<file path="config.mk">
export PLATFORM = sky130hd
export DESIGN_NAME = surface_tracing_force_velocity_control_flat
export DESIGN_NICKNAME = d
export VERILOG_FILES = /design/src/sv/stfvc_pkg.sv /design/src/sv/stfvc_in_if.sv /design/src/sv/stfvc_out_if.sv /design/src/sv/stfvc_mul.sv /design/src/sv/surface_tracing_force_velocity_control.sv /design/src/flat_wrapper.sv
export SDC_FILE = /design/constraint.sdc
export NUM_CORES = 2
export LEC_CHECK = 0
export ABC_AREA = 1
export BUFFER_PORTS_ARGS = -buffer_cell sky130_fd_sc_hd__buf_2
export CELL_PAD_IN_SITES_DETAIL_PLACEMENT = 2
export CELL_PAD_IN_SITES_GLOBAL_PLACEMENT = 2
export CORE_AREA = 2 2 461 463
export CTS_BUF_LIST = sky130_fd_sc_hd__clkbuf_4 sky130_fd_sc_hd__clkbuf_8
export DETAILED_ROUTE_END_ITERATION = 8
export DIE_AREA = 0 0 463 465
export PLACE_DENSITY_LB_ADDON = 0.1
export SYNTH_ARGS = -nofsm -noshare
export SYNTH_HDL_FRONTEND = slang
export SYNTH_SLANG_ARGS = --single-unit
</file>
<file path="constraint.sdc">
create_clock -name clk -period 26.3 [get_ports clk]
set_input_delay 1.315 -clock clk [delete_from_list [all_inputs] [get_ports clk]]
set_output_delay 1.315 -clock clk [all_outputs]
set_load 0.03 [all_outputs]
</file>
<file path="src/sv/stfvc_pkg.sv">
// ----------------------------------------------------------------------------
// stfvc_pkg: shared definitions for the surface tracing controller
// Field widths, internal datapath widths and configuration register indexes.
// ----------------------------------------------------------------------------
package stfvc_pkg;

	localparam int AXES       = 3;
	localparam int COMP_W     = 20;
	localparam int VEC_W      = AXES * COMP_W;
	localparam int CMD_W      = 24;
	localparam int SP_W       = 20;
	localparam int GAIN_W     = 24;
	localparam int INTEG_W    = 48;
	localparam int VEL_W      = 32;
	localparam int E_W        = 33;
	localparam int W_W        = 37;
	localparam int ACC_W      = 54;
	localparam int MUL_A_W    = 40;
	localparam int MUL_B_W    = GAIN_W + 1;
	localparam int PROD_W     = MUL_A_W + MUL_B_W;
	localparam int CFG_IDX_W  = 3;
	localparam int CFG_DATA_W = 24;

	localparam logic [GAIN_W-1:0] SAMPLE_PERIOD_RST = 24'd16777;

	typedef enum logic [CFG_IDX_W-1:0] {
		CFG_FORCE_SETPOINT = 3'd0,
		CFG_PROP_GAIN      = 3'd1,
		CFG_INTEG_GAIN     = 3'd2,
		CFG_TRAJ_GAIN      = 3'd3,
		CFG_SAMPLE_PERIOD  = 3'd4
	} cfg_reg_t;

endpackage

</file>
<file path="src/sv/stfvc_in_if.sv">
// ----------------------------------------------------------------------------
// stfvc_in_if: control step channel
// Valid/ready channel carrying one control step word.
// ----------------------------------------------------------------------------
interface stfvc_in_if import stfvc_pkg::*; ();
	logic             valid;
	logic             ready;
	logic             func;
	logic [VEC_W-1:0] normal_vec;
	logic [VEC_W-1:0] force_vec;
	logic [VEC_W-1:0] position;
	logic [VEC_W-1:0] target_position;
	logic [VEC_W-1:0] target_velocity;

	modport source (
		output valid, func, normal_vec, force_vec, position, target_position,
		target_velocity,
		input  ready
	);

	modport sink (
		input  valid, func, normal_vec, force_vec, position, target_position,
		target_velocity,
		output ready
	);
endinterface

</file>
<file path="src/sv/stfvc_out_if.sv">
// ----------------------------------------------------------------------------
// stfvc_out_if: commanded velocity channel
// Valid/ready channel carrying one commanded velocity word.
// ----------------------------------------------------------------------------
interface stfvc_out_if import stfvc_pkg::*; ();
	logic                    valid;
	logic                    ready;
	logic signed [CMD_W-1:0] cmd_x;
	logic signed [CMD_W-1:0] cmd_y;
	logic signed [CMD_W-1:0] cmd_z;
	logic                    clipped;

	modport source (
		output valid, cmd_x, cmd_y, cmd_z, clipped,
		input  ready
	);

	modport sink (
		input  valid, cmd_x, cmd_y, cmd_z, clipped,
		output ready
	);
endinterface

</file>
<file path="src/sv/stfvc_mul.sv">
// ----------------------------------------------------------------------------
// stfvc_mul: shared signed multiplier
// Registered signed product, one new operand pair per cycle.
// ----------------------------------------------------------------------------
module stfvc_mul import stfvc_pkg::*; (
	input  logic                      clk,
	input  logic signed [MUL_A_W-1:0] a,
	input  logic signed [MUL_B_W-1:0] b,
	output logic signed [PROD_W-1:0]  prod_s1
);

	always_ff @(posedge clk) begin
		prod_s1 <= PROD_W'(a) * PROD_W'(b);
	end

endmodule

</file>
<file path="src/sv/surface_tracing_force_velocity_control.sv">
// ----------------------------------------------------------------------------
// surface_tracing_force_velocity_control: hybrid force/velocity PI controller
// Normal force PI loop plus tangential trajectory tracking on one multiplier.
// ----------------------------------------------------------------------------
// Usage:
//   item   : one control step word (func, normal, force, positions, velocity).
//   result : one commanded velocity word per item, with a saturation flag.
//   cfg_*  : register writes, which the user must make only while the block is idle; the block does not enforce it.
// Sequencing:
//   A control step is accepted only from idle, so one step is in work at a time;
//   its fifteen products go one per cycle through a single 40x25 signed
//   multiplier with a registered output, sequenced by the state machine.
//   A clear word skips the products and returns an all-zero result.
// Reset:
//   Gains and setpoint clear, sample period returns to its default, the
//   force error integral clears and no result is pending.
// Stall:
//   A finished result waits in the output register; a new word is accepted
//   meanwhile, and its own result holds in the last step until the output
//   register frees up.
// ----------------------------------------------------------------------------
module surface_tracing_force_velocity_control import stfvc_pkg::*; (
	input  logic                  clk,
	input  logic                  arst_n,
	input  logic                  cfg_we,
	input  logic [CFG_IDX_W-1:0]  cfg_index,
	input  logic [CFG_DATA_W-1:0] cfg_data,
	stfvc_in_if.sink              item,
	stfvc_out_if.source           result
);

	typedef enum logic [4:0] {
		S_IDLE, S_FN0, S_FN1, S_FN2, S_ERR, S_VEL0, S_INTEG, S_VEL1, S_PROP,
		S_VEL2, S_VF, S_NV1, S_NV2, S_W, S_NW0, S_CMD0, S_CMD1, S_CMD2, S_DONE
	} state_t;

	function automatic logic signed [INTEG_W-1:0] sat_integ(
		input logic signed [INTEG_W:0] x);
		if (x[INTEG_W:INTEG_W-1] != {2{x[INTEG_W]}})
			return x[INTEG_W] ? {1'b1, {(INTEG_W-1){1'b0}}} : {1'b0, {(INTEG_W-1){1'b1}}};
		return x[INTEG_W-1:0];
	endfunction

	function automatic logic signed [VEL_W-1:0] sat_vel(
		input logic signed [VEL_W+17:0] x);
		if (x[VEL_W+17:VEL_W-1] != {19{x[VEL_W+17]}})
			return x[VEL_W+17] ? {1'b1, {(VEL_W-1){1'b0}}} : {1'b0, {(VEL_W-1){1'b1}}};
		return x[VEL_W-1:0];
	endfunction

	function automatic logic signed [CMD_W-1:0] sat_cmd(
		input logic signed [CMD_W+15:0] x);
		if (x[CMD_W+15:CMD_W-1] != {17{x[CMD_W+15]}})
			return x[CMD_W+15] ? {1'b1, {(CMD_W-1){1'b0}}} : {1'b0, {(CMD_W-1){1'b1}}};
		return x[CMD_W-1:0];
	endfunction

	state_t state_q;

	logic signed [SP_W-1:0]   setpoint_q;
	logic        [GAIN_W-1:0] kp_q;
	logic        [GAIN_W-1:0] ki_q;
	logic        [GAIN_W-1:0] kt_q;
	logic        [GAIN_W-1:0] period_q;
	logic signed [INTEG_W-1:0] integ_q;

	logic                    out_valid_q;
	logic signed [CMD_W-1:0] out_x_q;
	logic signed [CMD_W-1:0] out_y_q;
	logic signed [CMD_W-1:0] out_z_q;
	logic                    out_clip_q;

	logic signed [COMP_W-1:0] n_q  [AXES];
	logic signed [COMP_W-1:0] f_q  [AXES];
	logic signed [COMP_W-1:0] tv_q [AXES];
	logic signed [COMP_W:0]   dp_q [AXES];
	logic signed [VEL_W-1:0]  v_q  [AXES];
	logic signed [CMD_W-1:0]  cmd_q[AXES];
	logic signed [ACC_W-1:0]  acc_q;
	logic signed [E_W-1:0]    e_q;
	logic signed [VEL_W-1:0]  vf_q;
	logic signed [W_W-1:0]    w_q;
	logic                     clip_q;

	logic signed [MUL_A_W-1:0] mul_a;
	logic signed [MUL_B_W-1:0] mul_b;
	logic signed [PROD_W-1:0]  prod_s1;

	logic                      accept;
	logic [1:0]                ax;
	logic signed [ACC_W-1:0]   prod_lo;
	logic signed [ACC_W-1:0]   acc_sum;
	logic signed [ACC_W-1:0]   err_diff;
	logic signed [VEL_W+17:0]  vel_raw;
	logic signed [VEL_W-1:0]   vel_sat;
	logic signed [INTEG_W:0]   integ_sum;
	logic signed [INTEG_W-1:0] integ_sat;
	logic signed [VEL_W+17:0]  vf_sum;
	logic signed [VEL_W-1:0]   vf_sat;
	logic signed [W_W-1:0]     w_next;
	logic signed [CMD_W+15:0]  cmd_sum;
	logic signed [CMD_W-1:0]   cmd_sat;

	stfvc_mul u_mul (
		.clk     (clk),
		.a       (mul_a),
		.b       (mul_b),
		.prod_s1 (prod_s1)
	);

	assign accept       = item.valid && (state_q == S_IDLE);
	assign item.ready   = (state_q == S_IDLE);
	assign result.valid = out_valid_q;
	assign result.cmd_x = out_x_q;
	assign result.cmd_y = out_y_q;
	assign result.cmd_z = out_z_q;
	assign result.clipped = out_clip_q;

	always_comb begin
		case (state_q)
			S_VEL1, S_CMD1: ax = 2'd1;
			S_VEL2, S_CMD2: ax = 2'd2;
			default:        ax = 2'd0;
		endcase
	end

	always_comb begin
		mul_a = '0;
		mul_b = '0;
		case (state_q)
			S_FN0: begin
				mul_a = MUL_A_W'(f_q[0]);
				mul_b = MUL_B_W'(n_q[0]);
			end
			S_FN1: begin
				mul_a = MUL_A_W'(f_q[1]);
				mul_b = MUL_B_W'(n_q[1]);
			end
			S_FN2: begin
				mul_a = MUL_A_W'(f_q[2]);
				mul_b = MUL_B_W'(n_q[2]);
			end
			S_ERR: begin
				mul_a = MUL_A_W'(dp_q[0]);
				mul_b = $signed({1'b0, kt_q});
			end
			S_VEL0: begin
				mul_a = MUL_A_W'(e_q);
				mul_b = $signed({1'b0, period_q});
			end
			S_INTEG: begin
				mul_a = MUL_A_W'(dp_q[1]);
				mul_b = $signed({1'b0, kt_q});
			end
			S_VEL1: begin
				mul_a = MUL_A_W'(e_q);
				mul_b = $signed({1'b0, kp_q});
			end
			S_PROP: begin
				mul_a = MUL_A_W'(dp_q[2]);
				mul_b = $signed({1'b0, kt_q});
			end
			S_VEL2: begin
				mul_a = $signed(integ_q[INTEG_W-1:8]);
				mul_b = $signed({1'b0, ki_q});
			end
			S_VF: begin
				mul_a = MUL_A_W'(v_q[0]);
				mul_b = MUL_B_W'(n_q[0]);
			end
			S_NV1: begin
				mul_a = MUL_A_W'(v_q[1]);
				mul_b = MUL_B_W'(n_q[1]);
			end
			S_NV2: begin
				mul_a = MUL_A_W'(v_q[2]);
				mul_b = MUL_B_W'(n_q[2]);
			end
			S_NW0: begin
				mul_a = MUL_A_W'(w_q);
				mul_b = MUL_B_W'(n_q[0]);
			end
			S_CMD0: begin
				mul_a = MUL_A_W'(w_q);
				mul_b = MUL_B_W'(n_q[1]);
			end
			S_CMD1: begin
				mul_a = MUL_A_W'(w_q);
				mul_b = MUL_B_W'(n_q[2]);
			end
			default: begin
				mul_a = '0;
				mul_b = '0;
			end
		endcase
	end

	always_comb begin
		prod_lo   = $signed(prod_s1[ACC_W-1:0]);
		acc_sum   = acc_q + prod_lo;
		err_diff  = acc_sum - $signed({{(ACC_W-SP_W-18){setpoint_q[SP_W-1]}}, setpoint_q, 18'b0});
		vel_raw   = (VEL_W+18)'(tv_q[ax]) - (VEL_W+18)'($signed(prod_s1[45:16]));
		vel_sat   = sat_vel(vel_raw);
		integ_sum = (INTEG_W+1)'(integ_q) + (INTEG_W+1)'($signed(prod_s1[57:16]));
		integ_sat = sat_integ(integ_sum);
		vf_sum    = (VEL_W+18)'(acc_q) + (VEL_W+18)'($signed(prod_s1[PROD_W-1:16]));
		vf_sat    = sat_vel(vf_sum);
		w_next    = W_W'(vf_q) - W_W'($signed(acc_sum[ACC_W-1:18]));
		cmd_sum   = (CMD_W+16)'(v_q[ax]) + (CMD_W+16)'($signed(prod_s1[56:18]));
		cmd_sat   = sat_cmd(cmd_sum);
	end

	always_ff @(posedge clk or negedge arst_n) begin
		if (!arst_n) begin
			state_q     <= S_IDLE;
			setpoint_q  <= '0;
			kp_q        <= '0;
			ki_q        <= '0;
			kt_q        <= '0;
			period_q    <= SAMPLE_PERIOD_RST;
			integ_q     <= '0;
			out_valid_q <= 1'b0;
			out_x_q     <= '0;
			out_y_q     <= '0;
			out_z_q     <= '0;
			out_clip_q  <= 1'b0;
		end else begin
			if (cfg_we) begin
				case (cfg_reg_t'(cfg_index))
					CFG_FORCE_SETPOINT: setpoint_q <= $signed(cfg_data[SP_W-1:0]);
					CFG_PROP_GAIN:      kp_q       <= cfg_data;
					CFG_INTEG_GAIN:     ki_q       <= cfg_data;
					CFG_TRAJ_GAIN:      kt_q       <= cfg_data;
					CFG_SAMPLE_PERIOD:  period_q   <= cfg_data;
					default: ;
				endcase
			end
			if (result.valid && result.ready)
				out_valid_q <= 1'b0;
			case (state_q)
				S_IDLE: begin
					if (item.valid) begin
						if (item.func) begin
							integ_q <= '0;
							state_q <= S_DONE;
						end else begin
							state_q <= S_FN0;
						end
					end
				end
				S_INTEG: begin
					integ_q <= integ_sat;
					state_q <= S_VEL1;
				end
				S_DONE: begin
					if (!out_valid_q || result.ready) begin
						out_valid_q <= 1'b1;
						out_x_q     <= cmd_q[0];
						out_y_q     <= cmd_q[1];
						out_z_q     <= cmd_q[2];
						out_clip_q  <= clip_q;
						state_q     <= S_IDLE;
					end
				end
				default: state_q <= state_t'(state_q + 5'd1);
			endcase
		end
	end

	always_ff @(posedge clk) begin
		if (accept) begin
			for (int k = 0; k < AXES; k++) begin
				n_q[k]   <= $signed(item.normal_vec[k*COMP_W +: COMP_W]);
				f_q[k]   <= $signed(item.force_vec[k*COMP_W +: COMP_W]);
				tv_q[k]  <= $signed(item.target_velocity[k*COMP_W +: COMP_W]);
				dp_q[k]  <= $signed({item.position[k*COMP_W+COMP_W-1],
					item.position[k*COMP_W +: COMP_W]})
					- $signed({item.target_position[k*COMP_W+COMP_W-1],
					item.target_position[k*COMP_W +: COMP_W]});
				cmd_q[k] <= '0;
			end
			clip_q <= 1'b0;
		end
		case (state_q)
			S_FN1, S_NV1: acc_q <= prod_lo;
			S_FN2, S_NV2: acc_q <= acc_sum;
			S_ERR:        e_q   <= err_diff[E_W+9:10];
			S_VEL0, S_VEL1, S_VEL2: begin
				v_q[ax] <= vel_sat;
				clip_q  <= clip_q | ((VEL_W+18)'(vel_sat) != vel_raw);
			end
			S_INTEG: clip_q <= clip_q | ((INTEG_W+1)'(integ_sat) != integ_sum);
			S_PROP:  acc_q  <= ACC_W'($signed(prod_s1[57:16]));
			S_VF: begin
				vf_q   <= vf_sat;
				clip_q <= clip_q | ((VEL_W+18)'(vf_sat) != vf_sum);
			end
			S_W: w_q <= w_next;
			S_CMD0, S_CMD1, S_CMD2: begin
				cmd_q[ax] <= cmd_sat;
				clip_q    <= clip_q | ((CMD_W+16)'(cmd_sat) != cmd_sum);
			end
			default: ;
		endcase
	end

endmodule

</file>
<file path="src/flat_wrapper.sv">
// flat-port wrapper written by rule: the top's interface ports become plain ports
module surface_tracing_force_velocity_control_flat import stfvc_pkg::*;
  (clk, arst_n, cfg_we, cfg_index, cfg_data, item_valid, item_func, item_normal_vec, item_force_vec, item_position, item_target_position, item_target_velocity, item_ready, result_valid, result_cmd_x, result_cmd_y, result_cmd_z, result_clipped, result_ready);
  stfvc_in_if item_i ();
  stfvc_out_if result_i ();
  input  logic clk;
  input  logic arst_n;
  input  logic cfg_we;
  input  logic [CFG_IDX_W-1:0] cfg_index;
  input  logic [CFG_DATA_W-1:0] cfg_data;
  input wire logic [$bits(item_i.valid)-1:0] item_valid;
  input wire logic [$bits(item_i.func)-1:0] item_func;
  input wire logic [$bits(item_i.normal_vec)-1:0] item_normal_vec;
  input wire logic [$bits(item_i.force_vec)-1:0] item_force_vec;
  input wire logic [$bits(item_i.position)-1:0] item_position;
  input wire logic [$bits(item_i.target_position)-1:0] item_target_position;
  input wire logic [$bits(item_i.target_velocity)-1:0] item_target_velocity;
  output wire logic [$bits(item_i.ready)-1:0] item_ready;
  output wire logic [$bits(result_i.valid)-1:0] result_valid;
  output wire logic [$bits(result_i.cmd_x)-1:0] result_cmd_x;
  output wire logic [$bits(result_i.cmd_y)-1:0] result_cmd_y;
  output wire logic [$bits(result_i.cmd_z)-1:0] result_cmd_z;
  output wire logic [$bits(result_i.clipped)-1:0] result_clipped;
  input wire logic [$bits(result_i.ready)-1:0] result_ready;
  assign item_i.valid = item_valid;
  assign item_i.func = item_func;
  assign item_i.normal_vec = item_normal_vec;
  assign item_i.force_vec = item_force_vec;
  assign item_i.position = item_position;
  assign item_i.target_position = item_target_position;
  assign item_i.target_velocity = item_target_velocity;
  assign item_ready = item_i.ready;
  assign result_valid = result_i.valid;
  assign result_cmd_x = result_i.cmd_x;
  assign result_cmd_y = result_i.cmd_y;
  assign result_cmd_z = result_i.cmd_z;
  assign result_clipped = result_i.clipped;
  assign result_i.ready = result_ready;
  surface_tracing_force_velocity_control u_core (.clk(clk), .arst_n(arst_n), .cfg_we(cfg_we), .cfg_index(cfg_index), .cfg_data(cfg_data), .item(item_i), .result(result_i));
endmodule
</file>
==> results.ini <==
[synth]
seq_area_frac_synth=0.2808
synth_area_leader_cell=fa_1
netlist_top_cells_area=fa_1, edfxtp_1, nand2_1, inv_1, ha_1
yosysWarnings=0
synth_top_area_share=0.2252
synthCells=10708
synth_common_cells=nand2_1, inv_1, fa_1
synth-main-ff-cell=edfxtp_1
synth_edf_count=596
ys_types=70
synth_area_per_cell_um2=8.409
synth_area_mm2=0.09004
synthArstFlopShare=0.2688
synth.most_common_cell=nand2_1
yosys_register_bits=904

[floorplanning]
die_area_mm2=0.2153
dieWidth_um=463
core-area_mm2=0.2108
placementRows=169
initial_core_util=0.4271
pin_count=408
fp.dieH_um=465

[clock_network]
post_cts_resized=0
cts_tree=built
clockRootBuffer=clkbuf_8
clockBufferDepth=3
post-cts-setup-buffer-count=0
ctsHtreeMaxLevel=4
clkSinkCount=904
clkTransAtPathRegs_ps=60
clock_latency_ps=1030
cts_buffers=169
hold_buffers=0

[cells_and_area]
drive_gt1_frac=0.1041
syn2layout_area_growth_pct=10.60
n_fill_cell=23519
final_net_count=13047
fin_util=0.4724

[timing]
period_needed_ps=12450
hold_ws_ps=175.5
slew_violations=0
worst_pin_slew_ps=1409
fin_ws_ps=13850
skew_ps=105.2
fmax_mhz=80.33
fin_tns_setup_ps=0
max_slew_margin=0.06092
fin_crit_sh=0.4733
hold_violations=0
setup_viol=0
grt_setup_unrepaired=false

[routing]
wirelength_um=462000
wl_per_cell_um=32.60
drc=0
viasPerCell=5.880
drt_iter0_markers=8218
dr.pass1.iters=6
detail-route-antenna-nets=0
vias=83320

[grt]
grt_pass1_wl_um=660800
grtUsageTotal=0.4242
grt_overflow=0
antenna_found_initial=59
grt_max_degree=186
grt_pass1_vias=93806

[worst_setup_path]
crit_path_top_delay_cell=nor2_2
cp_max_fo=43
cpPeakStageDelay_ps=850
required_ps=27110
path_class=reg -> reg
cp_data_arrival_time_ps=13250
path_common_cell=fa_1
start_kind=flip-flop
worstSetupEndpointType=flip-flop

[place]
dp_slack_ps=14360
dp_hpwl_um=361400
routabilityCongestion=0.9742
io_buffers=407

[flow_run]
cap_violations=0

[run_status]
status=finished clean

[min_path]
hold_path.class=in -> async

## cell families after synthesis
| logic type | count (synthesis) | share of synthesized area |
|---|---|---|
| fa+ha+maj | 1528 | 0.2968 |
| flops | 904 | 0.2808 |
| xor+xnor | 332 | 0.03229 |
| mux | 73 | 0.009129 |
| simple gates | 3803 | 0.1717 |
| other cells | 1 | 0.00004165 |
| buf+inv | 2572 | 0.1110 |
| compound gates | 1495 | 0.09834 |
## per-layer routing
metal  vias up  GRT usage  share of wire
li1      34534          -              -
met1     43338     0.5353           0.39
met2      4080     0.6781           0.46
met3      1332    0.09257          0.087
met4        36     0.2342          0.064
met5         -          0        0.00051
## cells in the final DEF (no fill, tap or decap), types with 36 or more instances in the layout
cell and n:
buf_2 406, nand4_1 85, nand3_1 236, a22oi_1 38, nor2_1 764, xnor2_1 128, mux2_2 73, clkbuf_4 59
fa_1 1013, o21ai_0 450, nor2_2 36, buf_4 163, inv_1 2210, edfxtp_1 596, inv_2 64, clkbuf_8 204
dfrtp_1 238, o22ai_1 84, xor2_1 204, a31oi_1 55, nand2_1 2514, o21ai_1 43, a21oi_1 491, a21o_1 39
nor3_1 52, ha_1 515, a221oi_1 79, o21bai_1 43, dfxtp_1 65
## through the flow
stage	std cells	instance area (um^2)
finish	14171	99590
global route	14155	99550
CTS	14148	99540
global placement	13836	95680
floorplan	10738	90160
detailed placement	13836	95680
## critical path: cells and delay by family (launching register included)
kind	cells	cell delay, ps
AO/OA/AOI/OAI	2	910
XOR/XNOR	1	460
adder cells (fa/ha/maj)	9	4080
buffers and inverters	11	2450
flip-flops	1	420
AND/OR/NAND/NOR	11	3820
## flip-flops by register name (all words and copies together), names as in the netlist, 32 cells and up
name	cells
u_core.acc_q	54
u_core.cmd_q	72
u_core.dp_q	63
u_core.e_q	33
u_core.f_q	60
u_core.integ_q	48
u_core.n_q	60
u_core.tv_q	60
u_core.u_mul.prod_s1	65
u_core.v_q	124
u_core.vf_q	32
u_core.w_q	37
## worst paths after layout
path	endpoint	from	slack, ps	cells past startpoint
setup reg to reg	u_core.u_mul.prod_s1[46]	u_core.state_q[0]	13850	34
hold reg to reg	u_core.result.cmd_y[20]	u_core.cmd_q[1][20]	480	1
hold / removal	u_core.result.cmd_x[7]	arst_n	180	1
setup / recovery	u_core.u_mul.prod_s1[46]	u_core.state_q[0]	13850	34
min in group clk	u_core.tv_q[0][1]	item_target_velocity[1]	460	1
max in group asynchronous	u_core.kt_q[14]	arst_n	23660	3
## area by class of cell
class | instances | area, um^2 | share of cell area
Multi-Input combinational cell | 7262 | 55020 | 0.5524
Sequential cell | 904 | 25290 | 0.2539
Inverter | 2278 | 8552 | 0.08587
Tap cell | 2821 | 3530 | 0.03544
Timing Repair Buffer | 571 | 3291 | 0.03304
Clock buffer | 263 | 3251 | 0.03264
Clock inverter | 49 | 608.1 | 0.006106
Antenna cell | 23 | 57.56 | 0.0005779
Power is left out: the tool's default activity adds up to more than one toggle a clock period on the data nets, which glitch-free logic cannot reach.
